File: src/hw/rtl/rcts_pkg.sv
// Shared types and constants for the raycast column texture shader.
// Depends on nothing; every other file of the block but rcts_ram imports it.
package rcts_pkg;

   localparam int SCREEN_HEIGHT   = 512;
   localparam int TEX_MAX_DIM_DEF = 64;
   localparam int STORE_DEPTH     = 4096;
   localparam int ADDR_W          = 12;
   localparam int COLOR_W         = 32;
   localparam int COL_W           = 10;
   localparam int ROW_W           = 9;
   localparam int SPAN_END_W      = 10;
   localparam int FRAC_W          = 16;
   localparam int LH_W            = 14;
   localparam int CFG_DIM_W       = 7;
   localparam int CSR_IDX_W       = 2;
   localparam int NUM_W           = 16;
   localparam int QUEUE_DEPTH     = 4;

   localparam logic [NUM_W-1:0] HALF_SCREEN = NUM_W'(SCREEN_HEIGHT / 2);

   typedef enum logic {
      CMD_LOAD  = 1'b0,
      CMD_SHADE = 1'b1
   } cmd_type;

   typedef enum logic [1:0] {
      REGION_CEILING = 2'd0,
      REGION_WALL    = 2'd1,
      REGION_FLOOR   = 2'd2
   } region_type;

   typedef enum logic [CSR_IDX_W-1:0] {
      CSR_CEILING_COLOR = 2'd0,
      CSR_FLOOR_COLOR   = 2'd1,
      CSR_TEX_WIDTH     = 2'd2,
      CSR_TEX_HEIGHT    = 2'd3
   } csr_index_type;

   typedef struct packed {
      cmd_type                cmd;
      logic [ADDR_W-1:0]      texel_index;
      logic [COLOR_W-1:0]     texel_color;
      logic [COL_W-1:0]       column;
      logic [ROW_W-1:0]       row;
      logic [FRAC_W-1:0]      wall_frac;
      logic                   hit_side;
      logic                   dir_x_positive;
      logic                   dir_y_negative;
      logic [LH_W-1:0]        wall_height;
      logic [ROW_W-1:0]       span_start;
      logic [SPAN_END_W-1:0]  span_end;
   } req_type;

   typedef struct packed {
      logic [COL_W-1:0]    out_column;
      logic [ROW_W-1:0]    out_row;
      logic [COLOR_W-1:0]  pixel_color;
      region_type          region;
   } rsp_type;

   // What travels down the whole back pipeline
   typedef struct packed {
      cmd_type             cmd;
      logic [ADDR_W-1:0]   texel_index;
      logic [COLOR_W-1:0]  texel_color;
      logic [COL_W-1:0]    column;
      logic [ROW_W-1:0]    row;
      region_type          region;
   } item_type;

   // Classified item handed from the front to the back through the queue
   typedef struct packed {
      item_type            item;
      logic [FRAC_W-1:0]   wall_frac;
      logic                hit_side;
      logic                dir_x_positive;
      logic                dir_y_negative;
      logic                neg;
      logic                sat;
      logic [LH_W-1:0]     nlo;
      logic [LH_W-1:0]     lh;
   } job_type;

endpackage

File: src/hw/rtl/rcts_queue.sv
// Short job queue between the front and back parts of the shader.
// Depends on rcts_pkg for job_type and the queue depth.
module rcts_queue import rcts_pkg::*; (
   input  logic    clock,
   input  logic    reset,
   input  logic    push,
   input  job_type push_job,
   output logic    full,
   input  logic    pop,
   output job_type head,
   output logic    empty
);

   localparam int PTR_W = (QUEUE_DEPTH > 1) ? $clog2(QUEUE_DEPTH) : 1;

   job_type          entries_ff [QUEUE_DEPTH];
   logic [PTR_W-1:0] wr_ptr_ff, wr_ptr_in;
   logic [PTR_W-1:0] rd_ptr_ff, rd_ptr_in;
   logic [PTR_W:0]   count_ff, count_in;

   always_comb begin
      wr_ptr_in = wr_ptr_ff;
      rd_ptr_in = rd_ptr_ff;
      count_in  = count_ff;
      if (push) begin
         wr_ptr_in = (int'(wr_ptr_ff) == QUEUE_DEPTH - 1) ? '0 : wr_ptr_ff + 1'b1;
      end
      if (pop) begin
         rd_ptr_in = (int'(rd_ptr_ff) == QUEUE_DEPTH - 1) ? '0 : rd_ptr_ff + 1'b1;
      end
      if (push && !pop) begin
         count_in = count_ff + 1'b1;
      end else if (pop && !push) begin
         count_in = count_ff - 1'b1;
      end
   end

   always_ff @(posedge clock) begin
      if (reset) begin
         wr_ptr_ff <= '0;
         rd_ptr_ff <= '0;
         count_ff  <= '0;
      end else begin
         wr_ptr_ff <= wr_ptr_in;
         rd_ptr_ff <= rd_ptr_in;
         count_ff  <= count_in;
      end
   end

   always_ff @(posedge clock) begin
      if (push) begin
         entries_ff[wr_ptr_ff] <= push_job;
      end
   end

   assign full  = (int'(count_ff) == QUEUE_DEPTH);
   assign empty = (count_ff == '0);
   assign head  = entries_ff[rd_ptr_ff];

endmodule

File: config.mk
export PLATFORM = sky130hd
export DESIGN_NAME = rcts_queue
export DESIGN_NICKNAME = d
export VERILOG_FILES = /design/src/hw/rtl/rcts_pkg.sv /design/src/hw/rtl/rcts_queue.sv
export SDC_FILE = /design/constraint.sdc
export NUM_CORES = 1
export LEC_CHECK = 0
export BUFFER_PORTS_ARGS = -buffer_cell sky130_fd_sc_hd__buf_2
export CAP_MARGIN = 0
export CORE_ASPECT_RATIO = 0.9
export CORE_UTILIZATION = 61
export CTS_CLUSTER_DIAMETER = 120
export DETAILED_ROUTE_END_ITERATION = 7
export MAX_ROUTING_LAYER = met4
export PLACE_DENSITY = 0.91
export SLEW_MARGIN = 20
export SYNTH_ARGS = -nofsm -noshare
export SYNTH_HDL_FRONTEND = slang
export SYNTH_SLANG_ARGS = --single-unit
File: constraint.sdc
create_clock -name clock -period 9.9 [get_ports clock]
set_input_delay 0.99 -clock clock [delete_from_list [all_inputs] [get_ports clock]]
set_output_delay 0.99 -clock clock [all_outputs]
set_load 0.02 [all_outputs]
==> metrics.cfg <==
[global_routing]
grt.total_usage = 0.240
grt_max_degree = 65
grt_pass1_vias = 8249
overflow = 0
grt_first_pass_wirelength_um = 48200
antenna_found_initial = 8

[die]
pin_count = 236
die_y_um = 160
rows = 57
chipWidth_um = 178
core_um2 = 27200
start_util = 0.626
die-area_um2 = 28600

[synthesis]
synthAdderAreaFrac = 0.00559
syn_nets = 771
synth_cell_types = 18
synth-compound-area-share = 0.000883
synth_top_family_by_area = multiplexers
synth_cells = 645
yosys.area_share.simple = 0.00456
synth_seq_area_share = 0.823
synth_xor_area_frac = 0.00103
syn_avg_cell_area_um2 = 26.4
synth.cell_area_um2 = 17000
synthMuxAreaShare = 0.155
ys_ff_latch = 469
synth-warning-count = 0

[outcome]
status = finished clean

[worst_setup_path]
worst_setup_path_start_kind = flop
r2r_start = wr_ptr_ff[0]
cp_max_fo = 50
endpoint_kind = output port
cp.arrival_ns = 2.93
cp.required_ns = 8.91
criticalPathCategory = reg -> out

[placement]
hpwlAfterDp_um = 18700
dpl.cell_count = 1215
dp_worst_setup_slack_ns = 6.45
port_buffers = 235
place_congestion = 0.727

[route]
via_count = 7744
drt_wl_total_um = 32600
via_per_inst = 5.95
drt_first_pass_iters = 4
wl_per_cell_um = 25.0
drc = 0
drt_iter0_drc = 643
antenna_left = 0

[clocking]
cts_tree = built
cts_resized = 0
cts_hold_buf = 0
h-tree-depth = 2
clock_latency_ns = 0.53
cts_max_path_buffers = 3
numCtsBuffers = 43
cts_sinks = 469
post-cts-setup-buffers = 0
cts_root_buffer = clkbuf_16
worst_setup_hold_path_clk_slew_ns = 0.06

[timing]
fmaxAchievable_mhz = 255
tns_ns = 0
rsz0062_at_grt = false
max_slew_margin = 0.352
hold_violations = 0
worstMarginPinSlew_ns = 0.972
slew_viol_final = 0
finalSetupViolCount = 0
layout_min_cycle_time_ns = 3.92
clock_skew_ns = 0.0167
worst_slack_ns = 5.98
finalCritPeriodShare = 0.395

[worst_hold_path]
hp-class = reg -> reg
hp-start = count_ff[2]

[power_and_ir_drop]
peakVddDrop_uv = 181
p_per_area_nw_per_um2 = 213
leakage_nw = 6.65

[run]
maxCapViolCount = 0

[layout]
syn_to_final_growth_pct = 16.6
fin_cells = 1302
layout-drive-gt1-share = 0.441
fin_nets = 1032

==> cell usage after synthesis <==
master    number  area, um2
nor3_1         1       5.00
or3_1          1       6.26
mux2i_1        4       40.0
buf_2         13       65.1
inv_1          4       15.0
and2_1         4       25.0
xor2_1         2       17.5
ha_1           6       75.1
clkbuf_1       6       22.5
o21ai_0        1       5.00
buf_6          7       78.8
a21oi_1        2       10.0
nor2_1         7       26.3
fa_1           1       20.0
dfxtp_1        9        180
edfxtp_1     460      13800
mux4_2       115       2590
nor3b_1        2       15.0
==> final cells by class <==
cell class	count	area, um2
Fill cell	1474	7340
Antenna cell	8	20.0
Clock buffer	65	1220
Inverter	4	15.0
Timing Repair Buffer	242	1230
Tap cell	354	443
Multi-Input combinational cell	146	2850
Sequential cell	469	14000
Clock inverter	14	58.8
==> layout by cell type (no fill, tap or decap) <==
master	instances
a21oi_1	2
and2_4	4
buf_2	235
buf_4	7
clkbuf_1	18
clkbuf_16	45
clkbuf_8	2
clkinv_1	9
clkinv_2	5
dfxtp_1	7
dfxtp_4	2
diode_2	8
edfxtp_1	460
fa_1	1
ha_1	6
inv_1	4
mux2i_1	4
mux4_2	115
nor2_1	7
nor3_1	1
nor3b_1	2
o21ai_0	1
or3_1	1
xor2_1	2
==> per-stage QoR <==
| stage | instance area, um2 | util | hold slack [ns] | total power, W |
|---|---|---|---|---|
| 2_1_floorplan | 17000 | - | 0.460 | 0.00260 |
| 3_3_place_gp | 18500 | 0.682 | 0.482 | 0.00273 |
| 6_report | 19800 | 0.730 | 0.557 | 0.00423 |
| 5_1_grt | 19800 | 0.730 | 0.588 | 0.00436 |
| 3_5_place_dp | 18500 | 0.682 | 0.534 | 0.00275 |
| 4_1_cts | 19800 | 0.729 | 0.559 | 0.00426 |
==> flip-flops by register name, indices dropped and copies added (netlist names), named ones only <==
name and flops:
count_ff 3, entries_ff 460, rd_ptr_ff 2, wr_ptr_ff 2
==> power breakdown <==
group | switching (W) | total (W) | internal, W
registers | 0.0000361 | 0.00231 | 0.00228
clock network | 0.000662 | 0.00151 | 0.000850
logic | 0.000243 | 0.000401 | 0.000158
==> final timing paths <==
check        depth (start not counted)  slack (ns)                end
max                                  3        5.98           head[73]
max reg2reg                          3        7.29  entries_ff[3][18]
min                                  2        0.56        count_ff[2]
min reg2reg                          2        0.56        count_ff[2]
==> kinds of logic (layout without fill, tap and decap cells) <==
group                      Yosys count  in the layout
DFF                                469            469
muxes                              119            119
buffers and inverters               30            325
and+or+nand+nor                     15             15
adders and majority gates            7              7
AOI/OAI and AO/OA                    3              3
xor gates and xnor gates             2              2
other                                0              8
==> per-layer routing <==
| layer | global-route usage | up-vias | part of all wire |
|---|---|---|---|
| met2 | 0.386 | 384 | 0.51 |
| met3 | 0.0715 | 54 | 0.10 |
| li1 | - | 3315 | - |
| met4 | 0.0606 | 0 | 0.019 |
| met1 | 0.302 | 3991 | 0.37 |
| met5 | - | - | 0 |
==> critical path, cell delays in order, from the launching register on <==
cell and delay [ns]:
dfxtp_4 0.69, buf_4 0.83, mux4_2 0.63, buf_2 0.18
Power figures use the tool's default switching activity.
