### config.mk
export PLATFORM = sky130hd
export DESIGN_NAME = rcts_front_flat
export DESIGN_NICKNAME = d
export VERILOG_FILES = /design/src/hw/rtl/rcts_pkg.sv /design/src/hw/rtl/rcts_if.sv /design/src/hw/rtl/rcts_front.sv /design/src/flat_wrapper.sv
export SDC_FILE = /design/constraint.sdc
export NUM_CORES = 1
export LEC_CHECK = 0
export BUFFER_PORTS_ARGS = -buffer_cell sky130_fd_sc_hd__buf_2
export CAP_MARGIN = 15
export CORE_ASPECT_RATIO = 1.2
export CORE_UTILIZATION = 50
export CTS_CLUSTER_DIAMETER = 50
export CTS_CLUSTER_SIZE = 10
export DETAILED_ROUTE_END_ITERATION = 10
export PLACE_DENSITY = 0.89
export SETUP_SLACK_MARGIN = 0.1
export SLEW_MARGIN = 20
export SYNTH_ARGS = -nofsm -noshare
export SYNTH_HDL_FRONTEND = slang
export SYNTH_SLANG_ARGS = --single-unit
### constraint.sdc
create_clock -name clock -period 11.5 [get_ports clock]
set_clock_uncertainty 0.2 [all_clocks]
set_input_delay 3.45 -clock clock [delete_from_list [all_inputs] [get_ports clock]]
set_output_delay 3.45 -clock clock [all_outputs]
set_load 0.01 [all_outputs]
### src/hw/rtl/rcts_pkg.sv
// Shared types and constants for the raycast column texture shader.
// Depends on nothing; every other file of the block but rcts_ram imports it.
package rcts_pkg;

   localparam int SCREEN_HEIGHT   = 512;
   localparam int TEX_MAX_DIM_DEF = 64;
   localparam int STORE_DEPTH     = 4096;
   localparam int ADDR_W          = 12;
   localparam int COLOR_W         = 32;
   localparam int COL_W           = 10;
   localparam int ROW_W           = 9;
   localparam int SPAN_END_W      = 10;
   localparam int FRAC_W          = 16;
   localparam int LH_W            = 14;
   localparam int CFG_DIM_W       = 7;
   localparam int CSR_IDX_W       = 2;
   localparam int NUM_W           = 16;
   localparam int QUEUE_DEPTH     = 4;

   localparam logic [NUM_W-1:0] HALF_SCREEN = NUM_W'(SCREEN_HEIGHT / 2);

   typedef enum logic {
      CMD_LOAD  = 1'b0,
      CMD_SHADE = 1'b1
   } cmd_type;

   typedef enum logic [1:0] {
      REGION_CEILING = 2'd0,
      REGION_WALL    = 2'd1,
      REGION_FLOOR   = 2'd2
   } region_type;

   typedef enum logic [CSR_IDX_W-1:0] {
      CSR_CEILING_COLOR = 2'd0,
      CSR_FLOOR_COLOR   = 2'd1,
      CSR_TEX_WIDTH     = 2'd2,
      CSR_TEX_HEIGHT    = 2'd3
   } csr_index_type;

   typedef struct packed {
      cmd_type                cmd;
      logic [ADDR_W-1:0]      texel_index;
      logic [COLOR_W-1:0]     texel_color;
      logic [COL_W-1:0]       column;
      logic [ROW_W-1:0]       row;
      logic [FRAC_W-1:0]      wall_frac;
      logic                   hit_side;
      logic                   dir_x_positive;
      logic                   dir_y_negative;
      logic [LH_W-1:0]        wall_height;
      logic [ROW_W-1:0]       span_start;
      logic [SPAN_END_W-1:0]  span_end;
   } req_type;

   typedef struct packed {
      logic [COL_W-1:0]    out_column;
      logic [ROW_W-1:0]    out_row;
      logic [COLOR_W-1:0]  pixel_color;
      region_type          region;
   } rsp_type;

   // What travels down the whole back pipeline
   typedef struct packed {
      cmd_type             cmd;
      logic [ADDR_W-1:0]   texel_index;
      logic [COLOR_W-1:0]  texel_color;
      logic [COL_W-1:0]    column;
      logic [ROW_W-1:0]    row;
      region_type          region;
   } item_type;

   // Classified item handed from the front to the back through the queue
   typedef struct packed {
      item_type            item;
      logic [FRAC_W-1:0]   wall_frac;
      logic                hit_side;
      logic                dir_x_positive;
      logic                dir_y_negative;
      logic                neg;
      logic                sat;
      logic [LH_W-1:0]     nlo;
      logic [LH_W-1:0]     lh;
   } job_type;

endpackage

### src/hw/rtl/rcts_if.sv
// Valid/ready channels of the shader: draw/load requests in, shaded pixels out.
// Depends on rcts_pkg for the payload types.
interface rcts_req_if;
   import rcts_pkg::*;
   logic    valid;
   logic    ready;
   req_type payload;
   modport source (output valid, output payload, input ready);
   modport sink   (input valid, input payload, output ready);
endinterface


### src/hw/rtl/rcts_front.sv
// Front part: accepts request beats, classifies the row against the wall span
// and forms the texel-row numerator. Depends on rcts_pkg and rcts_if.
module rcts_front import rcts_pkg::*; (
   input  logic    clock,
   input  logic    reset,
   rcts_req_if.sink req_if,
   input  logic    q_full,
   output logic    q_push,
   output job_type q_job
);

   logic             front_valid_ff;
   job_type          job_ff, job_in;
   logic [LH_W-1:0]  lh_eff;
   logic [NUM_W-1:0] num;

   always_comb begin
      // a zero height acts as one
      lh_eff = (req_if.payload.wall_height == '0) ? LH_W'(1) : req_if.payload.wall_height;
      num = NUM_W'(req_if.payload.row) - HALF_SCREEN + NUM_W'(lh_eff >> 1);

      job_in.item.cmd         = req_if.payload.cmd;
      job_in.item.texel_index = req_if.payload.texel_index;
      job_in.item.texel_color = req_if.payload.texel_color;
      job_in.item.column      = req_if.payload.column;
      job_in.item.row         = req_if.payload.row;
      if (req_if.payload.row < req_if.payload.span_start) begin
         job_in.item.region = REGION_CEILING;
      end else if (SPAN_END_W'(req_if.payload.row) < req_if.payload.span_end) begin
         job_in.item.region = REGION_WALL;
      end else begin
         job_in.item.region = REGION_FLOOR;
      end

      job_in.wall_frac      = req_if.payload.wall_frac;
      job_in.hit_side       = req_if.payload.hit_side;
      job_in.dir_x_positive = req_if.payload.dir_x_positive;
      job_in.dir_y_negative = req_if.payload.dir_y_negative;
      // below zero clamps to texel row 0; at or past the height clamps to the last row
      job_in.neg = num[NUM_W-1];
      job_in.sat = !num[NUM_W-1] && (num >= NUM_W'(lh_eff));
      job_in.nlo = num[LH_W-1:0];
      job_in.lh  = lh_eff;
   end

   assign req_if.ready = !front_valid_ff || !q_full;

   always_ff @(posedge clock) begin
      if (reset) begin
         front_valid_ff <= 1'b0;
      end else if (req_if.ready) begin
         front_valid_ff <= req_if.valid;
      end
   end

   always_ff @(posedge clock) begin
      if (req_if.valid && req_if.ready) begin
         job_ff <= job_in;
      end
   end

   assign q_push = front_valid_ff && !q_full;
   assign q_job  = job_ff;

endmodule

### src/flat_wrapper.sv
// flat-port wrapper written by rule: the top's interface ports become plain ports
module rcts_front_flat import rcts_pkg::*;
  (clock, reset, q_full, q_push, q_job, req_if_valid, req_if_payload, req_if_ready);
  rcts_req_if req_if_i ();
  input  logic clock;
  input  logic reset;
  input  logic q_full;
  output logic q_push;
  output job_type q_job;
  input wire logic [$bits(req_if_i.valid)-1:0] req_if_valid;
  input wire logic [$bits(req_if_i.payload)-1:0] req_if_payload;
  output wire logic [$bits(req_if_i.ready)-1:0] req_if_ready;
  assign req_if_i.valid = req_if_valid;
  assign req_if_i.payload = req_if_payload;
  assign req_if_ready = req_if_i.ready;
  rcts_front u_core (.clock(clock), .reset(reset), .req_if(req_if_i), .q_full(q_full), .q_push(q_push), .q_job(q_job));
endmodule
==> summary.txt <==
Min path
  – Worst hold path type: register to register
  – Hold Path Stages: 2
  – Min-delay src: u_core.front_valid_ff

Finish
  – Fraction of layout cells with a size suffix above 1: 46.9%
  – P&R area growth vs syn: 39.0%
  – Fin nets: 732
  – Finished Cell Area: 6900 sq um

Synth
  – Mapped Area: 4960 sq um
  – Ranking of synthesized cells by area: edfxtp_1 (70%), ha_1 (11%), inv_1 (3.0%), a21oi_1 (1.7%), xnor2_1 (1.4%)
  – Yosys cell types: 38
  – Yosys warnings: 0
  – Synth top area share: 69.6%
  – Syn_nets: 489
  – FF+latch count, synth: 116
  – Top_reg_cell synth: edfxtp_1
  – Asr flop ratio synth: 0%
  – Syn Inst Count: 324
  – Mean Syn Cell Area: 15.3 sq um
  – Post-synth EDFFs: 115
  – Largest area contributor in the netlist: edfxtp_1
  – Seq/Total Area, Yosys: 70.0%

Routing
  – Wirelength per Cell: 18.8 um
  – Post-route DRC: 0
  – Drt first pass iters: 4
  – Final WL: 13200 um
  – Drt via density: 5.15
  – DRT iter0 DRCs: 158
  – Vias: 3627
  – Antenna Nets Post-Route: 0

Place
  – DP Area: 6260 sq um
  – Port buffer count: 236
  – Post-DP HPWL: 10300 um
  – Placer Congestion: 0.857

Worst setup path
  – R2R Path Start: u_core.front_valid_ff
  – CP bufs+invs: 2
  – Crit path to: q_push
  – Slowest stage cell, crit path: buf_2
  – Maximum net fanout on the critical path: 3
  – Worst EP arrival: 3.79 ns
  – CP most frequent cell: buf_2
  – R2r worst-path depth: 3
  – CP Cell Sequence: buf_2, nor2b_1, buf_2
  – CP Capture Type: output pin
  – Setup Crit Path Kind: input pin to output pin
  – Instance count on the critical path: 3
  – RR Endpoint: u_core.q_job[35]
  – Startpoint types: input pin
  – CP startpoint: q_full
  – R2R Setup Slk: 9.17 ns
  – Data required, critical path: 7.85 ns
  – CP max stage delay: 0.13 ns
  – Top Family by Delay on Critical Path: buffers and inverters

Clock network
  – CTS sink count: 116
  – Clk buf depth: 2
  – CTS root buf: clkbuf_16
  – H-tree depth: 4
  – TritonCTS buffer count: 17
  – Cts repair resizes: 0
  – CTS Hold Bufs: 0
  – Post-CTS Setup Inserts: 0
  – Worst-path clk slew: 0.05 ns
  – TritonCTS clock tree: yes
  – Worst skew pair latency: 0.40 ns

Global routing
  – Initial antenna violation count: 1
  – Tot GR Track Use: 26.5%
  – GRT overflow: 0
  – Pin count of the biggest net entering global routing: 73
  – Vias in the first global route: 3649
  – First-pass GRT wire length: 19600 um

Floorplanning
  – Starting Density: 51.9%
  – Die area: 10300 sq um
  – Die Y: 111 um
  – Ports: 237
  – Rows: 39
  – Die X: 93.0 um
  – Core area: 9560 sq um

Power
  – Peak supply drop: 0.117 mV
  – Pleak: 3.18 nW
  – Pwr Density: 179 nW/um^2
  – Total power: 1.23 mW

Run
  – Max-cap violations: 0

Timing
  – Worst hold margin: 0.325 ns
  – # setup viols final: 0
  – Fin Setup TNS: 0 ns
  – Tmin final: 7.44 ns
  – Fmax: 134 MHz
  – Final Max Tran Viols: 0
  – Hold Fails Final Rpt: 0
  – Max-slew headroom: 42.7%
  – RSZ-0062 raised after global routing: false
  – Final period util: 64.7%
  – Worst slew pin tran: 0.859 ns

Outcome
  – Outcome: completed
-- layout by cell type (no fill, tap or decap), types with 3 or more instances in the layout --
| cell | instances |
|---|---|
| a21oi_1 | 17 |
| o21ai_0 | 10 |
| a21o_1 | 9 |
| nand2_1 | 7 |
| a31oi_1 | 3 |
| nand2b_1 | 4 |
| clkinvlp_4 | 3 |
| clkinv_1 | 3 |
| buf_2 | 236 |
| nand3_1 | 4 |
| a211oi_1 | 5 |
| bufinv_16 | 5 |
| inv_1 | 40 |
| nor2_1 | 12 |
| edfxtp_1 | 115 |
| nor2b_1 | 3 |
| nor4_1 | 3 |
| clkbuf_16 | 17 |
| clkinv_4 | 3 |
| o21bai_1 | 3 |
| xnor2_1 | 8 |
| ha_1 | 44 |
-- through the flow --
stage / worst slack [ns] / utilization, % / instances
final: 4.06 / 72.2 / 704
after global routing: 4.01 / 72.2 / 704
after CTS: 4.06 / 72.1 / 703
after detailed placement: 4.06 / 65.5 / 671
after global placement: 4.06 / 65.5 / 671
after floorplan: 4.22 / - / 324
-- kinds of logic (layout without fill, tap and decap cells) --
kind of cell,count (synthesis),after routing,share of synthesized area [%]
other,0,1,0
xor gates and xnor gates,10,10,1.76
and+or+nand+nor,40,40,4.31
DFF,116,116,70.0
buffers and inverters,53,309,4.01
AOI/OAI and AO/OA,60,60,8.45
adders and majority gates,45,45,11.5
-- sequential cells by signal (all words and copies together) (netlist names) --
| name | cells |
|---|---|
| u_core.q_job | 115 |
| u_core.front_valid_ff | 1 |
-- per-layer routing --
metal / GRT usage, % / vias to the layer above / part of all wire (%)
met5: 0 / - / 0
met2: 46.3 / 177 / 54
met4: 12.8 / 0 / 3.1
li1: - / 1689 / -
met1: 29.8 / 1732 / 37
met3: 6.86 / 29 / 6.6
-- worst min path at each step --
| stage | to | slack (ns) |
|---|---|---|
| after floorplan | u_core.front_valid_ff | 0.27 |
| after global placement | u_core.front_valid_ff | 0.28 |
| after detailed placement | u_core.front_valid_ff | 0.31 |
| after CTS | u_core.front_valid_ff | 0.32 |
| after global routing | u_core.front_valid_ff | 0.36 |
| final | u_core.front_valid_ff | 0.32 |
-- synthesized netlist by cell type (all sizes together) (2+ instances only) --
| cell type | n |
|---|---|
| a211oi | 6 |
| a21o | 9 |
| a21oi | 17 |
| a31oi | 3 |
| clkbuf | 13 |
| edfxtp | 115 |
| ha | 44 |
| inv | 40 |
| nand2 | 7 |
| nand2b | 4 |
| nand3 | 4 |
| nor2 | 12 |
| nor2b | 3 |
| nor3 | 3 |
| nor4 | 3 |
| o2111ai | 2 |
| o21ai | 12 |
| o21bai | 3 |
| xnor2 | 8 |
| xor2 | 2 |
-- final cells by class --
type                            count  area [sq um]
Tap cell                          123           154
Inverter                           40           150
Fill cell                         619          2660
Antenna cell                        1          2.50
Clock buffer                       18           429
Multi-Input combinational cell    155          1290
Timing Repair Buffer              237          1190
Clock inverter                     14           210
Sequential cell                   116          3470
-- where the power goes --
group          switching [mW]  internal (mW)
Combinational          0.0926         0.0662
Sequential            0.00796          0.502
Clock                   0.181          0.383
Total                   0.281          0.951
-- worst register-to-register path: stages (launching register included) --
cell,delay (ns)
dfxtp_1,0.32
nand2_1,0.08
and2_4,0.53
buf_4,0.80
No activity file was read; power rests on OpenSTA's default activity.
